[src/rtl/sha1he_pkg.sv]
// ----------------------------------------------------------------------------
// SHA-1 hash engine package
// Shared types and constants for the SHA-1 hash engine: payload structs,
// control structs between the sequencer and its memories and round unit,
// and the algorithm constants.
// ----------------------------------------------------------------------------
package sha1he_pkg;

    // Number of 32-bit words in the chaining state and the digest.
    localparam int unsigned HASH_WORDS = 5;
    // Number of compression rounds per block.
    localparam int unsigned NUM_ROUNDS = 80;

    // Round constants, one per group of twenty rounds.
    localparam logic [31:0] K_ROUND0 = 32'h5A827999;
    localparam logic [31:0] K_ROUND1 = 32'h6ED9EBA1;
    localparam logic [31:0] K_ROUND2 = 32'h8F1BBCDC;
    localparam logic [31:0] K_ROUND3 = 32'hCA62C1D6;

    // Byte that opens the message padding.
    localparam logic [7:0] PAD_BYTE = 8'h80;

    // Input transaction payload.
    typedef struct packed {
        logic [7:0] data_byte;
        logic       has_byte;
        logic       last_byte;
    } t_in_item;

    // Output transaction payload.
    typedef struct packed {
        logic [31:0] digest_word;
        logic [2:0]  word_index;
        logic        last_word;
    } t_out_item;

    // Per-block view of the block buffer: how many stored bytes are message
    // data, whether the pad byte follows them, and whether the bit length
    // fills the last eight bytes.
    typedef struct packed {
        logic [6:0] fill;
        logic       pad_en;
        logic       len_en;
    } t_blk_cfg;

    // Control of the round unit.
    typedef struct packed {
        logic       shift;      // shift working words, new word enters at e
        logic       rnd;        // run one compression round
        logic [6:0] round_idx;  // index of the round being run
    } t_core_ctl;

    // Initial chaining value.
    function automatic logic [31:0] h_init(input logic [2:0] idx);
        logic [31:0] val;
        case (idx)
            3'd0:    val = 32'h67452301;
            3'd1:    val = 32'hEFCDAB89;
            3'd2:    val = 32'h98BADCFE;
            3'd3:    val = 32'h10325476;
            3'd4:    val = 32'hC3D2E1F0;
            default: val = 32'h00000000;
        endcase
        return val;
    endfunction

endpackage

[src/rtl/sha1_hash_engine_unit.sv]
// ----------------------------------------------------------------------------
// SHA-1 hash engine
// Streaming SHA-1: takes message bytes, compresses each 64-byte block, pads
// on the last transaction and returns the 160-bit digest as five words.
// ----------------------------------------------------------------------------
// Usage:
// The input channel (i_in_valid / o_in_ready / i_in_data) carries one byte
// per transaction; has_byte marks whether data_byte is a message byte, and
// last_byte ends the message. A transaction without a byte and without
// last_byte changes nothing. The output channel (o_out_valid / i_out_ready /
// o_out_data) returns the digest as five transactions, word 0 first, with
// last_word set on word 4.
// Bytes are taken one per cycle while a block fills. The byte that
// completes a block starts a compression (loading the chaining state from
// its memory, 80 rounds of the single round unit, then the add and write
// back). The last transaction adds one such compression, or
// two when fewer than nine bytes are left in the block, then reads out
// each digest word in turn.
// Input is taken only while the engine is idle. If the receiver stalls, the
// current digest word holds in the output register until taken.
// Reset empties the message and restores the initial chaining state;
// no clearing pass is needed.
// ----------------------------------------------------------------------------
module sha1_hash_engine_unit (
    input  logic                   i_clk,
    input  logic                   i_rst_n,
    input  logic                   i_in_valid,
    output logic                   o_in_ready,
    input  sha1he_pkg::t_in_item   i_in_data,
    output logic                   o_out_valid,
    input  logic                   i_out_ready,
    output sha1he_pkg::t_out_item  o_out_data
);

    // Sequencer states.
    localparam logic [2:0] ST_IDLE  = 3'd0;
    localparam logic [2:0] ST_LOADH = 3'd1;
    localparam logic [2:0] ST_ROUND = 3'd2;
    localparam logic [2:0] ST_ADDH  = 3'd3;
    localparam logic [2:0] ST_EMRD  = 3'd4;
    localparam logic [2:0] ST_EMLD  = 3'd5;
    localparam logic [2:0] ST_EMWT  = 3'd6;

    // Kind of block being compressed.
    localparam logic [1:0] KIND_DATA  = 2'd0;
    localparam logic [1:0] KIND_PAD1  = 2'd1;
    localparam logic [1:0] KIND_FINAL = 2'd2;

    localparam logic [6:0] LAST_ROUND = 7'(sha1he_pkg::NUM_ROUNDS - 1);
    localparam logic [6:0] HSEQ_END   = 7'(sha1he_pkg::HASH_WORDS);
    localparam logic [2:0] LAST_WORD  = 3'(sha1he_pkg::HASH_WORDS - 1);

    logic [2:0]            r_state, n_state;
    logic [6:0]            r_cnt, n_cnt;
    logic [63:0]           r_len, n_len;
    logic [1:0]            r_kind, n_kind;
    logic                  r_last_pend, n_last_pend;
    sha1he_pkg::t_blk_cfg  r_cfg, n_cfg;
    logic [2:0]            r_widx, n_widx;
    logic                  r_ovalid, n_ovalid;
    sha1he_pkg::t_out_item r_out, n_out;

    logic                  in_acc;
    logic                  go_final;
    logic [5:0]            fin_pos;
    logic                  buf_wr_en;
    logic [3:0]            buf_rd_addr;
    logic [31:0]           buf_word;
    logic [2:0]            h_rd_addr;
    logic                  h_wr_en;
    logic [2:0]            h_wr_addr;
    logic [31:0]           h_wr_data;
    logic [31:0]           h_rd_data;
    logic                  h_clear;
    logic [63:0]           bit_len;
    logic [31:0]           core_a;
    sha1he_pkg::t_core_ctl core_ctl;

    assign o_in_ready = (r_state == ST_IDLE);
    assign in_acc     = i_in_valid && o_in_ready;
    assign bit_len    = {r_len[60:0], 3'b000};

    // Block buffer reads word 0 ahead of the first round, then one word ahead.
    assign buf_rd_addr = (r_state == ST_ROUND) ? (r_cnt[3:0] + 4'd1) : 4'd0;
    assign buf_wr_en   = in_acc && i_in_data.has_byte;

    // Chaining state read address follows the sequence counter or word index.
    always_comb begin
        if ((r_state == ST_EMRD) || (r_state == ST_EMLD) || (r_state == ST_EMWT)) begin
            h_rd_addr = r_widx;
        end else if (r_cnt < HSEQ_END) begin
            h_rd_addr = r_cnt[2:0];
        end else begin
            h_rd_addr = 3'd0;
        end
    end

    // Write-back: entry k-1 is written while entry k is read, so no entry is
    // read and written in overlapping cycles.
    assign h_wr_en   = (r_state == ST_ADDH) && (r_cnt != 7'd0);
    assign h_wr_addr = r_cnt[2:0] - 3'd1;
    assign h_wr_data = h_rd_data + core_a;

    // Round unit control.
    always_comb begin
        core_ctl.shift     = ((r_state == ST_LOADH) || (r_state == ST_ADDH)) &&
                             (r_cnt != 7'd0);
        core_ctl.rnd       = (r_state == ST_ROUND);
        core_ctl.round_idx = r_cnt;
    end

    // Sequencer.
    always_comb begin
        n_state     = r_state;
        n_cnt       = r_cnt;
        n_len       = r_len;
        n_kind      = r_kind;
        n_last_pend = r_last_pend;
        n_cfg       = r_cfg;
        n_widx      = r_widx;
        n_ovalid    = r_ovalid;
        n_out       = r_out;
        h_clear     = 1'b0;
        go_final    = 1'b0;
        fin_pos     = r_len[5:0];

        case (r_state)
            ST_IDLE: begin
                if (in_acc) begin
                    if (i_in_data.has_byte) begin
                        n_len = r_len + 64'd1;
                    end
                    if (i_in_data.has_byte && (r_len[5:0] == 6'd63)) begin
                        // Buffer full: compress it, pad afterwards if last.
                        n_cfg.fill   = 7'd64;
                        n_cfg.pad_en = 1'b0;
                        n_cfg.len_en = 1'b0;
                        n_kind       = KIND_DATA;
                        n_last_pend  = i_in_data.last_byte;
                        n_cnt        = '0;
                        n_state      = ST_LOADH;
                    end else if (i_in_data.last_byte) begin
                        go_final = 1'b1;
                        fin_pos  = i_in_data.has_byte ? (r_len[5:0] + 6'd1) : r_len[5:0];
                    end
                end
            end
            ST_LOADH: begin
                if (r_cnt == HSEQ_END) begin
                    n_cnt   = '0;
                    n_state = ST_ROUND;
                end else begin
                    n_cnt = r_cnt + 7'd1;
                end
            end
            ST_ROUND: begin
                if (r_cnt == LAST_ROUND) begin
                    n_cnt   = '0;
                    n_state = ST_ADDH;
                end else begin
                    n_cnt = r_cnt + 7'd1;
                end
            end
            ST_ADDH: begin
                if (r_cnt == HSEQ_END) begin
                    n_cnt = '0;
                    case (r_kind)
                        KIND_DATA: begin
                            if (r_last_pend) begin
                                n_last_pend = 1'b0;
                                go_final    = 1'b1;
                                fin_pos     = r_len[5:0];
                            end else begin
                                n_state = ST_IDLE;
                            end
                        end
                        KIND_PAD1: begin
                            // Second padding block: zeros and the bit length.
                            n_cfg.fill   = 7'd0;
                            n_cfg.pad_en = 1'b0;
                            n_cfg.len_en = 1'b1;
                            n_kind       = KIND_FINAL;
                            n_state      = ST_LOADH;
                        end
                        default: begin
                            n_widx  = '0;
                            n_state = ST_EMRD;
                        end
                    endcase
                end else begin
                    n_cnt = r_cnt + 7'd1;
                end
            end
            ST_EMRD: begin
                n_state = ST_EMLD;
            end
            ST_EMLD: begin
                n_out.digest_word = h_rd_data;
                n_out.word_index  = r_widx;
                n_out.last_word   = (r_widx == LAST_WORD);
                n_ovalid          = 1'b1;
                n_state           = ST_EMWT;
            end
            ST_EMWT: begin
                if (i_out_ready) begin
                    n_ovalid = 1'b0;
                    if (r_widx == LAST_WORD) begin
                        // Digest delivered: start a fresh message.
                        h_clear = 1'b1;
                        n_len   = '0;
                        n_state = ST_IDLE;
                    end else begin
                        n_widx  = r_widx + 3'd1;
                        n_state = ST_EMRD;
                    end
                end
            end
            default: begin
                n_state = ST_IDLE;
            end
        endcase

        // Start padding: one block if the bit length still fits after the
        // pad byte, two blocks otherwise.
        if (go_final) begin
            n_cfg.fill   = {1'b0, fin_pos};
            n_cfg.pad_en = 1'b1;
            n_cfg.len_en = (fin_pos < 6'd56);
            n_kind       = (fin_pos < 6'd56) ? KIND_FINAL : KIND_PAD1;
            n_cnt        = '0;
            n_state      = ST_LOADH;
        end
    end

    // Control registers.
    always_ff @(posedge i_clk) begin
        if (!i_rst_n) begin
            r_state     <= ST_IDLE;
            r_cnt       <= '0;
            r_len       <= '0;
            r_kind      <= KIND_DATA;
            r_last_pend <= 1'b0;
            r_widx      <= '0;
            r_ovalid    <= 1'b0;
        end else begin
            r_state     <= n_state;
            r_cnt       <= n_cnt;
            r_len       <= n_len;
            r_kind      <= n_kind;
            r_last_pend <= n_last_pend;
            r_widx      <= n_widx;
            r_ovalid    <= n_ovalid;
        end
    end

    // Payload registers.
    always_ff @(posedge i_clk) begin
        r_cfg <= n_cfg;
        r_out <= n_out;
    end

    assign o_out_valid = r_ovalid;
    assign o_out_data  = r_out;

    sha1he_buf u_buf (
        .i_clk     (i_clk),
        .i_wr_en   (buf_wr_en),
        .i_wr_pos  (r_len[5:0]),
        .i_wr_byte (i_in_data.data_byte),
        .i_rd_addr (buf_rd_addr),
        .i_cfg     (r_cfg),
        .i_bit_len (bit_len),
        .o_word    (buf_word)
    );

    sha1he_hmem u_hmem (
        .i_clk     (i_clk),
        .i_rst_n   (i_rst_n),
        .i_clear   (h_clear),
        .i_rd_addr (h_rd_addr),
        .i_wr_en   (h_wr_en),
        .i_wr_addr (h_wr_addr),
        .i_wr_data (h_wr_data),
        .o_rd_data (h_rd_data)
    );

    sha1he_core u_core (
        .i_clk      (i_clk),
        .i_ctl      (core_ctl),
        .i_h_word   (h_rd_data),
        .i_buf_word (buf_word),
        .o_a        (core_a)
    );

    // A digest word is only presented while waiting in the output state.
    a_out_state: assert property (@(posedge i_clk) disable iff (!i_rst_n)
        r_ovalid |-> (r_state == ST_EMWT))
        else $error("output valid outside the digest output state");

    // The round counter never runs past the last round.
    a_round_range: assert property (@(posedge i_clk) disable iff (!i_rst_n)
        (r_state == ST_ROUND) |-> (r_cnt <= LAST_ROUND))
        else $error("round counter out of range");

    // The last-word flag marks exactly the final digest word.
    a_last_word: assert property (@(posedge i_clk) disable iff (!i_rst_n)
        r_ovalid |-> (r_out.last_word == (r_out.word_index == LAST_WORD)))
        else $error("last_word does not match word_index");

    // After the final word is taken, the byte count restarts from zero.
    a_len_clear: assert property (@(posedge i_clk) disable iff (!i_rst_n)
        (r_ovalid && i_out_ready && r_out.last_word) |=> (r_len == 64'd0))
        else $error("message length not cleared after digest");

endmodule

[src/rtl/sha1he_buf.sv]
// ----------------------------------------------------------------------------
// SHA-1 block buffer
// Sixteen 32-bit words holding the current 64-byte block, written one byte
// at a time. The registered read word is shaped for the final blocks: bytes
// past the message fill read as the pad byte or zero, and the last two words
// can carry the message bit length.
// ----------------------------------------------------------------------------
module sha1he_buf (
    input  logic                  i_clk,
    input  logic                  i_wr_en,
    input  logic [5:0]            i_wr_pos,
    input  logic [7:0]            i_wr_byte,
    input  logic [3:0]            i_rd_addr,
    input  sha1he_pkg::t_blk_cfg  i_cfg,
    input  logic [63:0]           i_bit_len,
    output logic [31:0]           o_word
);

    logic [31:0] r_mem [0:15];
    logic [31:0] r_q;
    logic [3:0]  r_q_addr;
    logic [1:0]  wr_lane;
    logic [6:0]  byte_pos;

    // Byte zero of a word sits in its most significant lane.
    assign wr_lane = ~i_wr_pos[1:0];

    // Byte write port and registered read port.
    always_ff @(posedge i_clk) begin
        if (i_wr_en) begin
            r_mem[i_wr_pos[5:2]][{wr_lane, 3'b000} +: 8] <= i_wr_byte;
        end
        r_q      <= r_mem[i_rd_addr];
        r_q_addr <= i_rd_addr;
    end

    // Shape the read word: message data, pad byte, zeros, then bit length.
    always_comb begin
        byte_pos = '0;
        o_word   = '0;
        for (int j = 0; j < 4; j++) begin
            byte_pos = {1'b0, r_q_addr, 2'(j)};
            if (byte_pos < i_cfg.fill) begin
                o_word[8*(3-j) +: 8] = r_q[8*(3-j) +: 8];
            end else if (i_cfg.pad_en && (byte_pos == i_cfg.fill)) begin
                o_word[8*(3-j) +: 8] = sha1he_pkg::PAD_BYTE;
            end else begin
                o_word[8*(3-j) +: 8] = 8'h00;
            end
        end
        if (i_cfg.len_en && (r_q_addr == 4'd14)) begin
            o_word = i_bit_len[63:32];
        end else if (i_cfg.len_en && (r_q_addr == 4'd15)) begin
            o_word = i_bit_len[31:0];
        end
    end

endmodule

[src/rtl/sha1he_hmem.sv]
// ----------------------------------------------------------------------------
// SHA-1 chaining state memory
// Five 32-bit words with a registered read. Each entry has a valid
// bit; an entry that is not valid reads as the SHA-1 initial value, so a
// reset or a finished digest restores the initial state.
// ----------------------------------------------------------------------------
module sha1he_hmem (
    input  logic        i_clk,
    input  logic        i_rst_n,
    input  logic        i_clear,
    input  logic [2:0]  i_rd_addr,
    input  logic        i_wr_en,
    input  logic [2:0]  i_wr_addr,
    input  logic [31:0] i_wr_data,
    output logic [31:0] o_rd_data
);

    localparam int unsigned Depth = sha1he_pkg::HASH_WORDS;

    logic [31:0]      r_mem [0:Depth-1];
    logic [Depth-1:0] r_valid;
    logic [31:0]      r_q;
    logic             r_q_valid;
    logic [2:0]       r_q_addr;

    // Storage and registered read.
    always_ff @(posedge i_clk) begin
        if (i_wr_en) begin
            r_mem[i_wr_addr] <= i_wr_data;
        end
        r_q      <= r_mem[i_rd_addr];
        r_q_addr <= i_rd_addr;
    end

    // Valid bits: cleared at reset and when a message completes.
    always_ff @(posedge i_clk) begin
        if (!i_rst_n) begin
            r_valid   <= '0;
            r_q_valid <= 1'b0;
        end else begin
            r_q_valid <= r_valid[i_rd_addr];
            if (i_clear) begin
                r_valid <= '0;
            end else if (i_wr_en) begin
                r_valid[i_wr_addr] <= 1'b1;
            end
        end
    end

    assign o_rd_data = r_q_valid ? r_q : sha1he_pkg::h_init(r_q_addr);

endmodule

[src/rtl/sha1he_core.sv]
// ----------------------------------------------------------------------------
// SHA-1 round unit
// Working words a to e and the sixteen-word message schedule window. Runs one
// compression round per cycle, and shifts the working words to load them
// from or return them to the chaining state memory.
// ----------------------------------------------------------------------------
module sha1he_core (
    input  logic                   i_clk,
    input  sha1he_pkg::t_core_ctl  i_ctl,
    input  logic [31:0]            i_h_word,
    input  logic [31:0]            i_buf_word,
    output logic [31:0]            o_a
);

    logic [31:0] r_a, r_b, r_c, r_d, r_e;
    logic [31:0] r_w [0:15];
    logic [31:0] f_val;
    logic [31:0] k_val;
    logic [31:0] w_mix;
    logic [31:0] w_t;
    logic [31:0] t_val;

    // Round function and constant by round group.
    always_comb begin
        if (i_ctl.round_idx < 7'd20) begin
            f_val = (r_b & r_c) | (~r_b & r_d);
            k_val = sha1he_pkg::K_ROUND0;
        end else if (i_ctl.round_idx < 7'd40) begin
            f_val = r_b ^ r_c ^ r_d;
            k_val = sha1he_pkg::K_ROUND1;
        end else if (i_ctl.round_idx < 7'd60) begin
            f_val = (r_b & r_c) | (r_b & r_d) | (r_c & r_d);
            k_val = sha1he_pkg::K_ROUND2;
        end else begin
            f_val = r_b ^ r_c ^ r_d;
            k_val = sha1he_pkg::K_ROUND3;
        end
    end

    // Schedule word: block word for the first sixteen rounds, then expanded.
    assign w_mix = r_w[13] ^ r_w[8] ^ r_w[2] ^ r_w[0];
    assign w_t   = (i_ctl.round_idx < 7'd16) ? i_buf_word : {w_mix[30:0], w_mix[31]};
    assign t_val = {r_a[26:0], r_a[31:27]} + f_val + r_e + k_val + w_t;

    // Working words and schedule window.
    always_ff @(posedge i_clk) begin
        if (i_ctl.shift) begin
            r_a <= r_b;
            r_b <= r_c;
            r_c <= r_d;
            r_d <= r_e;
            r_e <= i_h_word;
        end else if (i_ctl.rnd) begin
            r_e <= r_d;
            r_d <= r_c;
            r_c <= {r_b[1:0], r_b[31:2]};
            r_b <= r_a;
            r_a <= t_val;
            for (int i = 0; i < 15; i++) begin
                r_w[i] <= r_w[i+1];
            end
            r_w[15] <= w_t;
        end
    end

    assign o_a = r_a;

endmodule
[config.mk]
export PLATFORM = sky130hd
export DESIGN_NAME = sha1_hash_engine_unit
export DESIGN_NICKNAME = d
export VERILOG_FILES = /design/src/rtl/sha1he_pkg.sv /design/src/rtl/sha1_hash_engine_unit.sv /design/src/rtl/sha1he_buf.sv /design/src/rtl/sha1he_hmem.sv /design/src/rtl/sha1he_core.sv
export SDC_FILE = /design/constraint.sdc
export NUM_CORES = 2
export LEC_CHECK = 0
export BUFFER_PORTS_ARGS = -buffer_cell sky130_fd_sc_hd__buf_2
export CORE_MARGIN = 2
export CORE_UTILIZATION = 39
export CTS_BUF_LIST = sky130_fd_sc_hd__clkbuf_2
export DETAILED_ROUTE_END_ITERATION = 16
export MAX_ROUTING_LAYER = met4
export RECOVER_POWER = 50
export SETUP_SLACK_MARGIN = 0.02
export SYNTH_ARGS = -nofsm -noshare
export SYNTH_HDL_FRONTEND = slang
export SYNTH_SLANG_ARGS = --single-unit
[constraint.sdc]
create_clock -name i_clk -period 19.4 [get_ports i_clk]
set_clock_uncertainty 0.2 [all_clocks]
set_input_delay 0.97 -clock i_clk [delete_from_list [all_inputs] [get_ports i_clk]]
set_output_delay 0.97 -clock i_clk [all_outputs]
set_load 0.05 [all_outputs]
### Word level (Yosys, flattened, before mapping)

Memory sizes are Yosys's and may differ from the RTL's. A register that Yosys moved wholly into a read port is not among the register bits.
Cells that the tools add are included.

* add/subtract/negate cells: 12
* multiply operators: 0
* div/mod/pow operators: 0
* magnitude comparators: 13
* equal/unequal tests: 42
* shift-type cells: 2
* muxes and demuxes: 104
* bitwise gates (word level): 16
* reductions and logical operators: 39

Operators with widths (number)
* $mux W32: 20
* $mux W64: 4
* $add A32 B32 Y32: 5
* $pmux W32 S5: 1
* $xor A32 B32 Y32: 5
* $and A32 B32 Y32: 4
* $pmux W64 S2: 1
* $or A32 B32 Y32: 3
* $mux W8: 9
* $add A64 B1 Y64 const B: 1
* $mux W3: 14
* $mux W9: 4
* $not A32 Y32: 1
* $shift A8 B7 Y32 const A: 1
* $shiftx A8 B7 Y32: 1
* $mux W31: 1
* $mux W6: 5
* $eq A6 B7 Y1: 4
* $lt A6 B7 Y1: 4
* $mux W7: 4
* $reduce_and A5 Y1: 5
* $mux W1: 23
* $pmux W3 S7: 1
* $pmux W7 S3: 1
* other kinds (48): 106

* flip-flop bits (word level): 299
* bits in latches: 0
* bits in writable memories: 1184
* bits in read-only memories: 0
* input bits: 14
* logic and storage cells: 255
* memories: 3

Memory list
* u_buf.r_mem: words 16, width 32, rd ports 1, clocked after memory_dff 1, wr ports 1, RTL line sha1he_buf.sv:19 `logic [31:0] r_mem [0:15];`
* u_core.r_w: words 16, width 32, rd ports 16, clocked after memory_dff 0, wr ports 16, RTL line sha1he_core.sv:16 `logic [31:0] r_w [0:15];`
* u_hmem.r_mem: words 5, width 32, rd ports 1, clocked after memory_dff 1, wr ports 1, RTL line sha1he_hmem.sv:20 `logic [31:0] r_mem [0:Depth-1];`

### Logic depth before layout (Yosys ltp)

* word-level depth: 12
* gate-level depth with buffers: 28

### Hierarchy

From an unflattened synthesis, not the netlist that was laid out.

* cell total of the unflattened synthesis: 3951
* area total of the unflattened synthesis: 64534.4 um^2

By module, submodules not included
* sha1he_core: instances 1, cells each 1750, area each 28835.2 um^2, seq. area each 20179.4 um^2
* sha1he_buf: instances 1, cells each 1075, area each 21424.3 um^2, seq. area each 16095.4 um^2
* sha1he_hmem: instances 1, cells each 355, area each 7314.5 um^2, seq. area each 5625.4 um^2
* sha1_hash_engine_unit: instances 1, cells each 771, area each 6960.4 um^2, seq. area each 2892.8 um^2

### Worst setup path before layout

No wires, ideal clock.

* path kind: register -> register
* start point: reg r_state[1]
* end point: reg u_buf.r_q[10] (read register of u_buf.r_mem)
* setup time: 0.070 ns
* data arrival time: 13.348 ns
* data required time: 19.130 ns
* slack: 5.782 ns
* cell stages (with the launch flop): 9
* path buffers: 2
* period minus slack after synthesis: 13.618 ns
* path through: dfxtp_1 buf_2 nand2_1 inv_1 nand2_1 inv_2 buf_1 mux4_2 a21oi_1

* longest elaborated chain between the ends: 2

RTL lines
* from (decl): RTL line sha1_hash_engine_unit.sv:53 `logic [2:0] r_state, n_state;`
* from (signal assigned): RTL line sha1_hash_engine_unit.sv:246 `r_state <= n_state;`
* $eq A3 B2 Y1: RTL line sha1_hash_engine_unit.sv:84 `assign buf_rd_addr = (r_state == ST_ROUND) ? (r_cnt[3:0] + 4'd1) : 4'd0;`
* $mux W4: RTL line sha1_hash_engine_unit.sv:84
* to (decl): RTL line sha1he_buf.sv:20 `logic [31:0] r_q;`

No other way between the ends.
A chain may end at the register's enable or synchronous reset.

### Final worst setup path

* start point: reg r_state[0]
* end point: reg u_buf.r_q[3] (read register of u_buf.r_mem)

Same word-level chain as after synthesis.

==> summary.md <==
* 13.9 um2 — post-synthesis average cell area
* 0.145 — share of final-layout standard cells stronger than drive strength 1
* 9 — Worst Reg2Reg Path Length in Cells
* 51 — number of I/O port buffers
* 0.394 — initial core utilization
* 0 — final hold violation count
* 9.56% — layout-stage area growth over the synthesis result
* 230000 um — first-pass GRT wire length
* 3.22 mW — power dissipated by switching net loads
* 0 — DRC violation count after routing
* 76 — count of distinct cell types in the synthesized netlist
* 149 — number of standard-cell rows in the floorplan
* edfxtp_1 — most instantiated library cell after synthesis
* simple AND/OR/NAND/NOR gates — dominant combinational cell family by area after synthesis
* 38300 — total via count in the routed design
* 20.5 um — wire per inst
* yes — clock tree from TritonCTS
* 0.165 mm2 — Core Box Area
* 0.0650 mm2 — synthesized cell area
* 1387 x edfxtp_1, 788 x nand2_1, 260 x nor2_1 — Synth top cells by count
* 4 — Max clock buf depth
* edfxtp_1 64%, dfxtp_1 4.8%, nand2_1 4.5% — largest cells by area after synthesis
* -2.62 — relative slew slack
* 0.689 — post-synthesis sequential area ratio
* 0.170 mm2 — area of the die
* 1544 — count of clock tree sinks
* 0 — number of resized instances in the post-cts repair step
* 0 — final count of negative-setup-slack endpoints
* capacitance limit, slew limit — violations in the final reports
* 87.2 uV — highest ir drop seen on vdd
* 0.882 — last weighted congestion value of the routability-driven placer
* 98100 um — placed wire-length estimate
* 4904 — Synthesized Nets
* 127 — largest net degree at the start of global routing
* 0.347 — Net Sw Frac
* 0.0287 — post-synthesis xor/xnor area fraction
* 0 — sum of overflow across all layers after global routing
* 0.0682 — Synth Area in Compound Gates
* 0 — share of synthesized registers carrying an async set or reset
* edfxtp_1 — Top FF cell, synth
* 412 um — horizontal extent of the die
* 4683 — Syn Inst Count
* 10.67 ns — post-route minimum period
* 0.550 — final worst path period share
* 0 — warning count from the yosys run
* 12.08 ns — Crit path arrival time
* 1544 — count of state elements after synthesis
* 0.641 — area fraction of the dominant cell type after synthesis
* flip-flop — element type at the critical path end
* 1.84 ns — Clock Latency Late Sink
* clkbuf_2 — CTS root buf
* 1387 — number of enable flip-flop cells after synthesis
* 6.06 mW — internal power
* 611 — max-slew violation count
* flip-flop — crit start category
* 5.14 — routed via count divided by cell count
* 5218 — final net count
* 11 — max_cap viols
* 412 um — height of the die
* finished, violations left — outcome
* 0.463 — share of power burned in registers
* 5 — number of levels the H-tree was split into
* 5.44 ns — transition time at the pin with the least slew margin
* 7 — antenna violations before repair
* 153000 um — Total Routed Length
* 0.312 — combinational share of power
* 126 — Max Fanout on Critical Path
* 0.0538 — adder-cell share of the synthesized area
* reg2reg — Crit Path Category
* 0.225 — clock group share of total power
* 0 — count of cells along the worst hold path
* 130 mW/mm2 — power per standard cell area
* reg2reg — classification of the worst-slack hold path
* 0.0953 — share of synthesized cell area in and, or, nand and nor gates
* 0.0946 ns — hold slack final
* 37500 — via count of the first global-routing pass
* 0 — Final ANT Viol Nets
* edfxtp_1 — post-synth top area cell
* 384 — total clock buffers created by CTS
* 5 — TritonRoute pass-1 iters
* 52 — number of primary I/O pins
* no — unrepaired setup endpoints after global routing
* 0.10 ns — clock transition time at the flip-flop clock pins of the worst setup and hold paths
* 0.185 — All-Layer GR Usage
* 0 ns — Setup Total Neg Slack
* 93.8 MHz — maximum clock rate
* 3205 — First DRT Iteration DRCs
* 25.3 nW — Lkg Pwr
* 20.81 ns — Critical Path RT
* 0.0407 — portion of netlist area occupied by mux cells
repair_timing:
action / in CTS / in global routing
hold endpoints to repair: 612 / 0
buffers inserted: 0 / 0
hold buffers: 34 / 0
power groups by stage:
stage          logic [mW]  registers [mW]  clock network [mW]
5_1_grt              3.24            4.32                2.33
4_1_cts              2.90            4.29                2.17
2_1_floorplan        2.13            4.33                   0
3_3_place_gp         2.81            4.36                   0
6_report             2.89            4.30                2.09
3_5_place_dp         2.87            4.36                   0
stage by stage:
step	worst slack, ns	power [mW]	cell area, um2	util	std cells
6_report	8.73	9.28	71200	0.431	7462
5_1_grt	7.55	9.89	71200	0.431	7458
4_1_cts	11.52	9.36	71300	0.432	7452
3_5_place_dp	11.48	7.23	67700	0.410	6766
3_3_place_gp	11.62	7.17	67700	0.410	6766
2_1_floorplan	5.78	6.45	65000	-	4683
metal layers:
layer / part of all wire / GRT usage
met5: 0 / -
met4: 0.028 / 0.0664
met3: 0.066 / 0.0386
met2: 0.44 / 0.262
met1: 0.47 / 0.262
cell families (layout without fill, tap and decap cells):
group           count (synthesis)  count (layout)
xor+xnor                      213             213
other cells                     0              10
buf+inv                       416             996
compound gates                665             665
fa+ha+maj                     207             207
flops                        1544            1544
simple gates                 1415            1415
mux                           223             223
cell type report:
| cell class | instances | area (um2) |
|---|---|---|
| clock inverter | 90 | 463 |
| timing repair buffer | 128 | 881 |
| fill | 15300 | 93900 |
| multi-input combinational | 2723 | 18700 |
| tap | 2189 | 2740 |
| antenna | 10 | 25.0 |
| clock buffer | 562 | 2810 |
| inverter | 216 | 815 |
| sequential | 1544 | 44800 |
sequential cells by signal (all words and copies together), names as in the netlist, 36 cells and up:
register      cells
u_core.r_w      512
r_len            61
o_out_data       36
u_hmem.r_mem    160
u_buf.r_mem     512
worst max-delay path: stages, from the launching register on:
cell and delay (ns):
dfxtp_1 0.60, nor2_1 0.13, nand2_1 0.26, clkinvlp_2 4.02
nand2_4 3.10, inv_4 0.44, buf_4 0.59, mux2i_1 0.23
mux4_2 0.49, a21oi_1 0.34
worst paths after layout:
check	startpoint	endpoint	slack [ns]
max reg2reg	r_state[0]	u_buf.r_q[3]	8.73
min	u_core.r_w[1][56]	u_core.r_w[1][24]	0.09
max	r_state[0]	u_buf.r_q[3]	8.73
min reg2reg	u_core.r_w[1][56]	u_core.r_w[1][24]	0.09
cells in the final DEF (no fill, tap or decap), drive strengths merged, types with 13 or more instances in the layout:
| master | count |
|---|---|
| edfxtp | 1387 |
| nor3 | 59 |
| ha | 86 |
| and3 | 28 |
| dlygate4sd3 | 34 |
| o21a | 27 |
| and2 | 108 |
| a21o | 60 |
| nor2 | 260 |
| buf | 84 |
| mux2 | 13 |
| nand4 | 19 |
| or3 | 23 |
| dfxtp | 157 |
| a221oi | 16 |
| clkinv | 80 |
| a311oi | 66 |
| a21oi | 146 |
| o221ai | 15 |
| a221o | 13 |
| mux2i | 178 |
| xor2 | 57 |
| nand2 | 790 |
| inv | 220 |
| nand3 | 68 |
| clkbuf | 572 |
| mux4 | 32 |
| a211oi | 78 |
| xnor2 | 156 |
| nor2b | 13 |
| fa | 121 |
| o21ai | 172 |
(Power assumes the default switching activity.)
